<file path="src/srf_pkg.sv">
`timescale 1ns / 1ps
// ----------------------------------------------------------------------------
// srf_pkg
// Shared types and constants for stochastic binary64 to binary32 rounding.
// ----------------------------------------------------------------------------
package srf_pkg;

  localparam int unsigned RandW = 29;
  localparam logic [10:0] ExpMax64 = 11'h7FF;
  localparam logic [10:0] ExpBias = 11'd896;
  localparam logic [10:0] ExpOvf = 11'd1151;
  localparam logic [10:0] ExpSubLo = 11'd863;
  localparam logic [7:0] ExpMax32 = 8'hFF;

  typedef enum logic [2:0] {
    CLS_ZERO,
    CLS_INF,
    CLS_NAN,
    CLS_NORM,
    CLS_SUB
  } cls_t;

  typedef struct packed {
    logic sign;
    cls_t cls;
    logic [10:0] ex;
    logic [22:0] mhi;
    logic [23:0] sig;
  } dec_t;

endpackage

</file>
<file path="src/srf_sub_round.sv">
`timescale 1ns / 1ps
// ----------------------------------------------------------------------------
// srf_sub_round
// Shift a 24-bit significand into the binary32 subnormal grid, round to
// nearest even.
// ----------------------------------------------------------------------------
module srf_sub_round (
  input  logic [23:0] sig,
  input  logic [10:0] ex,
  output logic [23:0] q
);
  logic [5:0]  sh;
  logic [48:0] wide;
  logic [23:0] qt;
  logic [24:0] rem;
  logic        rnd;

  always_comb begin
    // shift in 1..25 relative to the 24-bit significand (ex 872..896)
    sh = 6'(11'd897 - ex);
    wide = {sig, 25'd0} >> sh;
    qt = wide[48:25];
    rem = wide[24:0];
    rnd = rem[24] && ((rem[23:0] != 24'd0) || qt[0]);
    q = qt + 24'(rnd);
  end
endmodule

</file>
<file path="src/stochastic_round_f64_to_f32.sv">
`timescale 1ns / 1ps
// ----------------------------------------------------------------------------
// stochastic_round_f64_to_f32
// Add random bits below the binary32 mantissa, truncate, convert to binary32.
// Throughput: one item per cycle while the output is not stalled; three pipeline
// stages (hi1/c1, d2, res3) with a global enable.
// A stall holds all stages; nothing is dropped or repeated.
// Reset clears all stage valid bits; payload registers are not reset.
// ----------------------------------------------------------------------------
module stochastic_round_f64_to_f32 (
  input  logic        clk,
  input  logic        rst,
  input  logic        in_valid,
  output logic        in_ready,
  input  logic [63:0] value_bits,
  input  logic [28:0] random_bits,
  output logic        out_valid,
  input  logic        out_ready,
  output logic [31:0] result_bits
);
  import srf_pkg::*;

  logic        v1, v2, v3;
  logic        adv;
  logic [34:0] hi1;
  logic        c1;
  logic [29:0] lo_sum;
  logic [34:0] hi_next;
  dec_t        d2_next, d2;
  logic [23:0] q_sub;
  logic [31:0] res_next;
  logic [31:0] res3;

  assign adv = !v3 || out_ready;
  assign in_ready = adv;
  assign out_valid = v3;
  assign result_bits = res3;

  // stage 1: low add
  assign lo_sum = {1'b0, value_bits[28:0]} + {1'b0, random_bits};

  always_ff @(posedge clk) begin
    if (rst) begin
      v1 <= 1'b0;
      v2 <= 1'b0;
      v3 <= 1'b0;
    end else if (adv) begin
      v1 <= in_valid;
      v2 <= v1;
      v3 <= v2;
    end
  end

  always_ff @(posedge clk) begin
    if (adv) begin
      hi1 <= value_bits[63:29];
      c1 <= lo_sum[29];
      d2 <= d2_next;
      res3 <= res_next;
    end
  end

  // stage 2: carry into upper bits, classify
  assign hi_next = hi1 + 35'(c1);

  always_comb begin
    d2_next.sign = hi_next[34];
    d2_next.ex = hi_next[33:23];
    d2_next.mhi = hi_next[22:0];
    d2_next.sig = {1'b1, hi_next[22:0]};
    if (hi_next[33:23] == ExpMax64) begin
      d2_next.cls = (hi_next[22:0] == 23'd0) ? CLS_INF : CLS_NAN;
    end else if (hi_next[33:23] == 11'd0) begin
      d2_next.cls = CLS_ZERO;
    end else if (hi_next[33:23] >= ExpOvf) begin
      d2_next.cls = CLS_INF;
    end else if (hi_next[33:23] > ExpBias) begin
      d2_next.cls = CLS_NORM;
    end else if (hi_next[33:23] > ExpSubLo + 11'd8) begin
      d2_next.cls = CLS_SUB;
    end else begin
      d2_next.cls = CLS_ZERO;
    end
  end

  // stage 3: pack
  srf_sub_round u_sub (
    .sig (d2.sig),
    .ex  (d2.ex),
    .q   (q_sub)
  );

  always_comb begin
    case (d2.cls)
      CLS_INF:  res_next = {d2.sign, ExpMax32, 23'd0};
      CLS_NAN:  res_next = {d2.sign, ExpMax32, 1'b1, d2.mhi[21:0]};
      CLS_NORM: res_next = {d2.sign, 8'(d2.ex - ExpBias), d2.mhi};
      CLS_SUB:  res_next = {d2.sign, 7'd0, q_sub};
      default:  res_next = {d2.sign, 31'd0};
    endcase
  end

  a_no_out_without_fill: assert property (@(posedge clk) disable iff (rst)
    v3 |-> $past(v2) || $past(v3))
    else $error("result valid without upstream item");
  a_hold_on_stall: assert property (@(posedge clk) disable iff (rst)
    (v3 && !out_ready) |=> v3 && $stable(res3))
    else $error("stalled result changed");
  a_nan_quiet: assert property (@(posedge clk) disable iff (rst)
    (v3 && res3[30:23] == ExpMax32 && res3[22:0] != 23'd0) |-> res3[22])
    else $error("NaN result not quiet");
endmodule
</file>
<file path="config.mk">
export PLATFORM = sky130hd
export DESIGN_NAME = stochastic_round_f64_to_f32
export DESIGN_NICKNAME = d
export VERILOG_FILES = /design/src/srf_pkg.sv /design/src/srf_sub_round.sv /design/src/stochastic_round_f64_to_f32.sv
export SDC_FILE = /design/constraint.sdc
export NUM_CORES = 1
export LEC_CHECK = 0
export BUFFER_PORTS_ARGS = -buffer_cell sky130_fd_sc_hd__buf_2
export CORE_AREA = 2 2 112 125
export CTS_CLUSTER_SIZE = 28
export DETAILED_ROUTE_END_ITERATION = 10
export DIE_AREA = 0 0 114 127
export GPL_ROUTABILITY_DRIVEN = 0
export PLACE_DENSITY = 0.88
export SETUP_SLACK_MARGIN = 0.05
export SLEW_MARGIN = 20
export SYNTH_ARGS = -nofsm -noshare
export SYNTH_HDL_FRONTEND = slang
export SYNTH_SLANG_ARGS = --single-unit
</file>
<file path="constraint.sdc">
create_clock -name clk -period 14.7 [get_ports clk]
set_input_delay 0.735 -clock clk [delete_from_list [all_inputs] [get_ports clk]]
set_output_delay 0.735 -clock clk [all_outputs]
set_load 0.02 [all_outputs]
</file>
==> summary.md <==
| Metric | Value |
|---|---|
| Met1 Usage GRT | 0.355 |
| Sequential fraction of the synthesis area | 0.386 |
| Worst-Skew Late Latency | 360 ps |
| Total Wirelength | between 15000 and 20000 um |
| Post-Synthesis Cells | around 800 |
| Largest net degree at the start of global routing | 66 |
| Gr usage total | 0.271 |
| Yosys cell types | 82 |
| CTS tree | done |
| CP Max Fanout | 41 |
| Post-detail-place hpwl | about 14000 um |
| Power Dens Cells | just under 100 nW/um2 |
| Tot Pwr | ~0.00089 W |
| Post_cts resized | 0 |
| First-pass GRT wire length | 31400 um |
| Area Growth Syn to Fin | 12.0% |
| Hold crit path type | flip-flop to flip-flop |
| Hold Startpoint | d2[61]$_DFFE_PP_ |
| Post-CTS setup buffers | 0 |
| Setup ws final | 9350 ps |
| IO Pins | 131 |
| Grt ovf | 0 |
| Final period util | 0.364 |
| Reg2reg start | d2[48]$_DFFE_PP_ |
| Routed vias | 7141 |
| Seq cells post-synth | 106 |
| Initial DRT Pass Iterations | 7 |
| Asr flop ratio synth | 0 |
| Share of cells above drive strength 1 | 0.233 |
| Final setup violation count | 0 |
| Synth area leaders | edfxtp_1 38%, ha_1 4.9%, mux4_2 4.4% |
| Initial drt markers | 675 |
| Pre-CTS setup slack | 9470 ps |
| Worst path required time | 14800 ps |
| CTS buffer count | 9 |
| DRC | 0 |
| Top post-synthesis cells by count | 103 x edfxtp_1, 61 x nand2_1, 55 x nor2_1 |
| CTS Buffer Depth | 2 |
| Starting Density | 0.623 |
| Routed len/inst | 18.1 um |
| Leakage | 3.61 nW |
| Number of synthesized flops with an enable pin | 103 |
| Syn nets | 925 |
| Post-synth top area share | 0.379 |
| Setup tns final | 0 ps |
| Worst setup SP type | flip-flop |
| Clk pin slew, worst setup/hold paths | roughly 80 ps |
| Initial antenna violation count | 0 |
| CTS root buf | clkbuf_16 |
| Crit Reg-Reg Endpoint | result_bits[20]$_DFFE_PP_ |
| Main synth FF type | edfxtp_1 |
| Hold Vio Cnt, Final | 0 |
| Crit path kind | flip-flop to flip-flop |
| # hold bufs at CTS | 0 |
| Final Skew | 12.1 ps |
| # Max-Cap Violations | 0 |
| Setup slack, reg-to-reg | approximately 9400 ps |
| GR peak layer | met2 |
| YS warnings | 0 |
| Fmax | ~190 MHz |
| Die area | about 14000 um2 |
| Via density | 6.68 |
| IO Port Bufs | 130 |
| Crit path DAT | 5450 ps |
| Die Y | 127 um |
| Met3 Resource Use GR | 0.0380 |
| Count leader, synth | edfxtp_1 |
| Max-slew violation count | 0 |
| Post-Syn Area | 8170 um2 |
| Vias in the first global route | 6608 |
| Max IR drop VDD | 0.0798 mV |
| Final ANT Viol Nets | 0 |
| Rows | 44 |
| Worst slew pin tran | roughly 800 ps |
| Outcome | finished clean |
| Grt met2 use | 0.439 |
| Horiz. Die Dim | 114 um |
| WHS Endpoint | result_bits[31]$_DFFE_PP_ |
| Post-synth top area cell | edfxtp_1 |
| H-tree depth | 3 |
| Slew margin rel. | 0.456 |
| Nets | around 1.0k |
| Core area | 13100 um2 |
| Worst R2R Path Depth | 16 |
| Number of diodes | 0 |
| Endpoint class of the critical path | flip-flop |
| Worst Hold Depth | 0 |
| TritonCTS Sinks | 106 |
| Syn_area_per_cell | 10.3 um2 |
| Fin crit period | 5350 ps |
| RSZ-0062 raised after global routing | no |
## worst max-delay path, cell delays in order (launching register included)
cell	delay [ps]
edfxtp_1	320
buf_4	390
inv_1	480
ha_1	450
buf_4	320
clkinv_1	690
nand4_1	270
o31ai_1	150
nand2b_1	200
and3_1	190
ha_1	220
and4_1	170
a311oi_2	600
or3_1	210
nor3_1	60
a41oi_1	220
o211ai_1	110
## worst max-delay path by stage
| stage | from | endpoint | slack, ps | cells past startpoint |
|---|---|---|---|---|
| after floorplan | d2[48]$_DFFE_PP_ | result_bits[14]$_DFFE_PP_ | 10090 | 19 |
| after global placement | d2[48]$_DFFE_PP_ | result_bits[20]$_DFFE_PP_ | 9660 | 16 |
| after detailed placement | d2[48]$_DFFE_PP_ | result_bits[20]$_DFFE_PP_ | 9470 | 16 |
| after CTS | d2[48]$_DFFE_PP_ | result_bits[20]$_DFFE_PP_ | 9470 | 16 |
| after global routing | d2[48]$_DFFE_PP_ | result_bits[20]$_DFFE_PP_ | 8970 | 16 |
| final | d2[48]$_DFFE_PP_ | result_bits[20]$_DFFE_PP_ | 9350 | 16 |
## flip-flops by register name (all words and copies together) (netlist names)
signal       count
v2               1
result_bits     32
d2              35
c1               1
v1               1
hi1             35
out_valid        1
## layout by cell type (no fill, tap or decap), types with 23 or more instances in the layout
cell type / instances
buf_2: 130
edfxtp_1: 103
ha_1: 32
mux2_2: 23
mux2i_1: 27
nand2_1: 61
nand3_1: 40
nor2_1: 55
nor3_1: 27
o21ai_0: 38
xnor2_1: 31
## where the power goes
group / switching, W / internal, W
Sequential: 0.0000256 / 0.000361
Clock: 0.000113 / 0.000151
Combinational: 0.000140 / 0.0000978
## routing by layer
| metal | up-vias | wire length (um) |
|---|---|---|
| met5 | - | 0 |
| met4 | 0 | 839 |
| met3 | 79 | 1730 |
| li1 | 3352 | - |
| met2 | 432 | 9290 |
| met1 | 3278 | 7520 |
## metrics by stage
step	area (um2)	hold slack (ps)	utilization	std cells
after global placement	8820	401	0.673	1053
after CTS	9150	440	0.698	1069
final	9150	436	0.698	1069
after global routing	9150	450	0.698	1069
after detailed placement	8820	414	0.673	1053
after floorplan	8170	400	-	796
## layout make-up
cell class / count / area (um2)
Tap cell: 161 / 201
Clock inverter: 7 / 100
Timing Repair Buffer: 139 / 718
Fill cell: 971 / 3960
Clock buffer: 9 / 225
Sequential cell: 106 / 3150
Multi-Input combinational cell: 635 / 4700
Inverter: 12 / 45.0
## kinds of logic (layout without fill, tap and decap cells)
logic type / count (synthesis) / count (layout) / share of synthesized area
AND/OR/NAND/NOR: 310 / 310 / 0.204
XOR/XNOR: 45 / 45 / 0.0492
adder cells (fa/ha/maj): 32 / 32 / 0.0490
AO/OA/AOI/OAI: 180 / 180 / 0.157
buffers and inverters: 55 / 167 / 0.0386
flip-flops: 106 / 106 / 0.386
multiplexers: 68 / 68 / 0.115
(Power assumes the default switching activity.)
